**config.mk**
```make
export PLATFORM = sky130hd
export DESIGN_NAME = vpa_fit
export DESIGN_NICKNAME = d
export VERILOG_FILES = /design/src/sv/vpa_pkg.sv /design/src/sv/vpa_fit.sv
export SDC_FILE = /design/constraint.sdc
export NUM_CORES = 1
export LEC_CHECK = 0
export BUFFER_PORTS_ARGS = -buffer_cell sky130_fd_sc_hd__buf_2
export CORE_UTILIZATION = 35
export DETAILED_ROUTE_END_ITERATION = 10
export PLACE_DENSITY = 0.68
export SYNTH_ARGS = -nofsm -noshare
export SYNTH_HDL_FRONTEND = slang
export SYNTH_SLANG_ARGS = --single-unit
```
**constraint.sdc**
```tcl
create_clock -name vclk -period 2.7
set_input_delay 0.675 -clock vclk [all_inputs]
set_output_delay 0.675 -clock vclk [all_outputs]
set_load 0.005 [all_outputs]
```
**src/sv/vpa_pkg.sv**
```systemverilog
package vpa_pkg;

    // Hole length after reset, in memory units.
    localparam logic [15:0] MEM_SIZE_RESET = 16'd1000;

    // Result status codes.
    typedef enum logic [1:0] {
        ST_GRANT  = 2'd0,
        ST_QUEUED = 2'd1,
        ST_REJECT = 2'd2,
        ST_TICK   = 2'd3
    } t_status;

    // Placement policies; the unused code behaves as first fit.
    localparam logic [1:0] FIT_FIRST = 2'd0;
    localparam logic [1:0] FIT_BEST  = 2'd1;
    localparam logic [1:0] FIT_WORST = 2'd2;

    // Configuration register indexes.
    localparam logic [7:0] REG_MEM_SIZE = 8'd0;
    localparam logic [7:0] REG_FIT_MODE = 8'd1;

    // Request kinds carried on the input side.
    localparam logic ACT_REQUEST = 1'b0;
    localparam logic ACT_TICK    = 1'b1;

    // Verdict of the fit comparator on one segment.
    typedef struct packed {
        logic take;
        logic stop;
    } t_fit;

endpackage

```
**src/sv/vpa_fit.sv**
```systemverilog
module vpa_fit (
    input  logic [1:0]   i_fit_mode,
    input  logic         i_used,
    input  logic [15:0]  i_len,
    input  logic [15:0]  i_size,
    input  logic         i_have,
    input  logic [15:0]  i_pick_len,
    output vpa_pkg::t_fit o_fit
);
    import vpa_pkg::*;

    logic fits;
    logic better;

    // A hole is a candidate when free and long enough; it replaces the
    // current pick only when strictly better, so ties keep the lower address.
    always_comb begin
        fits   = !i_used && (i_len >= i_size);
        better = !i_have
                 || ((i_fit_mode == FIT_BEST) && (i_len < i_pick_len))
                 || ((i_fit_mode == FIT_WORST) && (i_len > i_pick_len));
        o_fit.take = fits && better;
        o_fit.stop = fits && !i_have
                     && (i_fit_mode != FIT_BEST) && (i_fit_mode != FIT_WORST);
    end

endmodule

```
==> out/qor.csv, run 1 <==
stage;metric;value;unit
timing;setup_ws;-248;ps
timing;grt_setup_unrepaired;true;
timing;fin_tns_setup;-356;ps
placed_design;dp_cells;206;
finish;layout.area.seq;0;sq um
timing;worst_pin_slew;276;ps
timing;relSlewSlack;81.4;%
setup_path;path_class;primary input to output pin;
route;wire_per_inst;15.2;um
finish;n_clock_buffer;0;
setup_path;required;2030;ps
route;wirelength;3150;um
finish;fin_util;75.4;%
status;violations;setup timing;
synthesis;yosys.area_share.simple;17.1;%
power;p_leak;0.832;nW
synthesis;yosysSeqAreaShare;0;%
finish;seq_cells;0;
synthesis;ys_types;23;
timing;hold_viol_final;0;
finish;drive_gt1_share;63.7;%
placed_design;hpwl;2020;um
route;detail_route.vias_per_cell;5.19;
global_routing;antenna_found_initial;0;
synthesis;synth_compound_gate_area_share;19.3;%
synthesis;synthAdderAreaFrac;48.3;%
floorplanning;die_area;2560;sq um
min_path;worstHoldPathCells;3;
synthesis;muxShareOfSynthArea;1.21;%
timing;period_share;109;%
timing;finalSetupViolCount;2;
floorplanning;pin_count;54;
finish;layout_common_cells;31 x buf_2, 19 x ha_4, 19 x buf_6, 15 x inv_1, 13 x ha_1;
floorplanning;rows;17;
setup_path;end_kind;output pin;
setup_path;critPathSlowestCell;a221o_1;
setup_path;crit_path_start_kind;primary input;
route;vias;1075;
power;p_per_area;155;nW/um^2
synthesis;synth_top_family_by_area;adder cells;
finish;area_delta_synth_final;101;%
global_routing;gr-usage-all-layers;24.3;%
synthesis;ys_warn_count;0;
synthesis;syn_area;828;sq um
finish;final_common_cell;buf_2;
route;final_antenna_net_count;0;
timing;period_needed;2950;ps
global_routing;grt_pass1_wl;4840;um
placed_design;gp_congestion;0.754;
setup_path;critPathMaxFanout;2;
cts;hold_buffers;0;
status;status;finished, violations left;
route;first_pass_iters;4;
min_path;hold_path.class;primary input to output pin;
setup_path;arrival;2270;ps
floorplanning;die_h;50.6;um
floorplanning;die_w;50.6;um
placed_design;port_buffers;54;
finish;fin_nets;265;
global_routing;grt_max_degree;4;
setup_path;critical_path.cell_chain;buf_6, inv_2, ha_4, nand4_1, nor2_1, a221o_1, nor3_2, mux2i_1, a21boi_1, buf_2;
floorplanning;fp.coreArea;2210;sq um
synthesis;avgSynthCellArea;7.14;sq um
finish;n_antenna_cell;0;
global_routing;overflow;0;
finish;instances_no_fill;207;
synthesis;syn_inst;116;
synthesis;synth-xor-area-share;0;%
power;irDropWorstVdd;0.108;mV
placed_design;preCtsSetupSlack;-260;ps
timing;finalMaxSlewViolations;0;
setup_path;max_stage_delay;370;ps
route;drc;0;
timing;clock.fmax;339;MHz
floorplanning;initial_utilization;37.4;%
finish;fillers;159;
route;drtIter0Drc;12;
global_routing;grt_pass1_vias;1189;
synthesis;synth_nets;200;
run;drv_cap;0;
report_power, final:
group | total [mW] | switching, mW | leakage (nW) | internal, mW
clock network | 0 | 0 | 0 | 0
registers | 0 | 0 | 0 | 0
logic | 0.259 | 0.114 | 0.832 | 0.145
total | 0.259 | 0.114 | 0.832 | 0.145
per-stage QoR:
step / hold WS [ps] / cell area, sq um / power (mW)
6_report: 1600 / 1670 / 0.259
5_1_grt: 1630 / 1670 / 0.287
4_1_cts: 1600 / 1580 / 0.228
3_5_place_dp: 1600 / 1190 / 0.161
3_3_place_gp: 1590 / 1190 / 0.154
2_1_floorplan: 1380 / 828 / 0.0834
cell families after synthesis:
logic type / after synthesis
multiplexers: 1
AND/OR/NAND/NOR: 25
AO/OA/AOI/OAI: 27
buffers and inverters: 31
adder cells (fa/ha/maj): 32
layout make-up:
cell class | count | area [sq um] | area share [%]
Inverter | 31 | 126 | 7.58
Timing Repair Buffer | 63 | 497 | 29.8
Tap cell | 28 | 35.0 | 2.10
Multi-Input combinational cell | 85 | 1010 | 60.5
cell usage after synthesis, drive strengths merged:
| library cell | instances | area share [%] |
|---|---|---|
| a21boi | 2 | 2.3 |
| a21o | 2 | 1.8 |
| a21oi | 14 | 8.5 |
| a221o | 1 | 1.2 |
| a31oi | 2 | 1.5 |
| a41oi | 1 | 1.1 |
| and2 | 1 | 0.91 |
| and2b | 1 | 0.91 |
| ha | 32 | 48 |
| inv | 31 | 14 |
| mux2i | 1 | 1.2 |
| nand2 | 6 | 2.7 |
| nand2b | 1 | 0.76 |
| nand3 | 3 | 1.8 |
| nand4 | 4 | 3.0 |
| nor2 | 3 | 1.4 |
| nor2b | 2 | 1.5 |
| nor3 | 1 | 1.2 |
| nor4 | 1 | 0.76 |
| nor4bb | 1 | 1.2 |
| o21ai | 5 | 3.0 |
| or2b | 1 | 0.91 |
critical path, delay by kind of cell:
kind	cells	cell delay, ps
AO/OA/AOI/OAI	2	450
multiplexers	1	230
AND/OR/NAND/NOR	3	450
adder cells (fa/ha/maj)	1	200
buffers and inverters	3	280
per-layer routing:
metal	global-route usage [%]	wire length, um	vias up
met3	2.12	157	16
met5	0	0	-
met4	6.94	136	0
li1	-	-	529
met1	23.6	1090	484
met2	52.2	1760	46
worst paths after layout:
| kind | from | to | slack [ps] |
|---|---|---|---|
| max | i_pick_len[10] | o_fit[1] | -250 |
| min | i_have | o_fit[0] | 1600 |
what timing repair did:
action / in CTS / in global routing
setup endpoints to repair: 2 / 2
resized for setup: 70 / 24
setup buffers: 1 / 0
pin swaps: 34 / 10
Note: power is estimated with default switching activity, not from simulation.
==> run 2, diff against run 1 <==
==> constraint.sdc (replaced) <==
create_clock -name vclk -period 2.7
set_input_delay 0.27 -clock vclk [all_inputs]
set_output_delay 0.27 -clock vclk [all_outputs]
set_load 0.005 [all_outputs]
==> out/qor.csv, run 2 (synthesized netlist as in run 1, its figures left out) <==
stage;metric;value;unit;change
finish;drive_gt1_share;33.5;%;was 63.7%
global_routing;met1_usage;18.1;%;was 23.6%
finish;seq_cells;0;;unchanged
timing;finalSetupViolCount;0;;was 2
finish;fillers;226;;was 159
route;drc;0;;unchanged
setup_path;required;2430;ps;was 2030 ps
global_routing;use_met2;31.3;%;was 52.2%
timing;period_needed;2170;ps;was 2950 ps
finish;instances_no_fill;198;;was 207
cts;hold_buffers;0;;unchanged
status;status;finished, final reports clean;;was finished, violations left
global_routing;antenna_found_initial;0;;unchanged
placed_design;gp_congestion;0.758;;was 0.754
timing;grt_setup_unrepaired;false;;was true
floorplanning;die_h;50.6;um;unchanged
power;p_leak;0.734;nW;was 0.832 nW
setup_path;arrival;1900;ps;was 2270 ps
route;final_antenna_net_count;0;;unchanged
setup_path;path_class;primary input to output pin;;unchanged
route;first_pass_iters;4;;unchanged
min_path;worstHoldPathCells;3;;unchanged
setup_path;crit_start;i_len[14];;was i_pick_len[10]
setup_path;cpMostUsedCell;buf_2;;
route;wire_per_inst;9.60;um;was 15.2 um
timing;relSlewSlack;79.2;%;was 81.4%
finish;n_clock_buffer;0;;unchanged
setup_path;end_kind;output pin;;unchanged
route;drtIter0Drc;4;;was 12
timing;hold_viol_final;0;;unchanged
global_routing;grt_max_degree;4;;unchanged
power;p_per_area;129;nW/um^2;was 155 nW/um^2
min_path;min_from;i_have;;unchanged
finish;fin_nets;256;;was 265
finish;multiInputGateArea;712;sq um;was 1010 sq um
cts;postCtsResizedCells;0;;was 70
setup_path;critPathSlowestCell;nor4_1;;was a221o_1
power;irDropWorstVdd;0.0607;mV;was 0.108 mV
finish;layout_common_cells;54 x buf_2, 32 x ha_1, 31 x inv_1, 14 x a21oi_1, 6 x nand2_1;;was 31 x buf_2, 19 x ha_4, 19 x buf_6, 15 x inv_1, 13 x ha_1
route;vias;929;;was 1075
timing;finalMaxSlewViolations;0;;unchanged
global_routing;overflow;0;;unchanged
route;detail_route.vias_per_cell;4.69;;was 5.19
setup_path;critical_path.cell_chain;buf_2, ha_1, nand4_1, nor4_1, a21boi_2, nor3_2, mux2i_1, a21boi_1, buf_2;;was buf_6, inv_2, ha_4, nand4_1, nor2_1, a221o_1, nor3_2, mux2i_1, a21boi_1, buf_2
setup_path;max_stage_delay;370;ps;about the same
setup_path;critPathMaxFanout;3;;was 2
floorplanning;fp.coreArea;2210;sq um;unchanged
timing;period_share;80.2;%;was 109%
cts;post_cts_buffers;0;;was 1
placed_design;port_buffers;54;;unchanged
floorplanning;die_w;50.6;um;unchanged
min_path;hold_path.class;primary input to output pin;;unchanged
placed_design;dp_cells;198;;was 206
global_routing;grt_pass1_vias;856;;was 1189
timing;worst_pin_slew;309;ps;was 276 ps
global_routing;grt_pass1_wl;3210;um;was 4840 um
global_routing;gr-usage-all-layers;15.2;%;was 24.3%
finish;area_delta_synth_final;36.9;%;was 101%
global_routing;grt-busiest-layer;met2;;unchanged
finish;final_common_cell;buf_2;;unchanged
finish;layout.area.seq;0;sq um;unchanged
timing;clock.fmax;462;MHz;was 339 MHz
finish;n_antenna_cell;0;;unchanged
floorplanning;die_area;2560;sq um;unchanged
floorplanning;initial_utilization;37.4;%;unchanged
placed_design;hpwl;1830;um;was 2020 um
timing;fin_tns_setup;0;ps;was -356 ps
setup_path;crit_path_start_kind;primary input;;unchanged
run;drv_cap;0;;unchanged
floorplanning;pin_count;54;;unchanged
floorplanning;rows;17;;unchanged
route;wirelength;1900;um;was 3150 um
global_routing;met3_usage;0.303;%;was 2.12%
[run 2: power breakdown]
group	internal, mW	switching (mW)	total, mW	leakage (nW)
Combinational	0.0761	0.0697	0.146	0.734
Sequential	0	0	0	0
Clock	0	0	0	0
[run 2: layer usage]
| layer | share of wire [%] | wire (um) | up-vias |
|---|---|---|---|
| met5 | 0 | 0 | - |
| met4 | 0 | 0 | 0 |
| met3 | 4.8 | 91 | 0 |
| met2 | 51 | 974 | 26 |
| met1 | 44 | 835 | 395 |
| li1 | - | - | 508 |
[run 2: final timing paths]
kind,to,slack [ps]
worst min-delay path,o_fit[0],790
worst max-delay path,o_fit[1],530
[run 2: area by class of cell]
cell class | instances | area share, %
well taps | 28 | 3.09
repair buffers | 54 | 23.8
inverters | 31 | 10.3
multi-input cells | 85 | 62.8
[run 2: worst max-delay path, delay by kind of cell]
| family | cells | cell delay, ps |
|---|---|---|
| simple gates | 3 | 600 |
| compound gates | 2 | 360 |
| fa+ha+maj | 1 | 310 |
| buf+inv | 2 | 230 |
| mux | 1 | 120 |
[run 2: per-stage QoR]
| stage | area (sq um) | setup slack (ps) | power [mW] | hold slack [ps] | util (%) |
|---|---|---|---|---|---|
| 3_3_place_gp | 1130 | 582 | 0.142 | 784 | 51.2 |
| 5_1_grt | 1130 | 359 | 0.171 | 810 | 51.2 |
| 6_report | 1130 | 535 | 0.146 | 793 | 51.2 |
| 2_1_floorplan | 828 | 863 | 0.0834 | 573 | - |
| 3_5_place_dp | 1130 | 518 | 0.147 | 791 | 51.2 |
| 4_1_cts | 1130 | 517 | 0.148 | 791 | 51.2 |
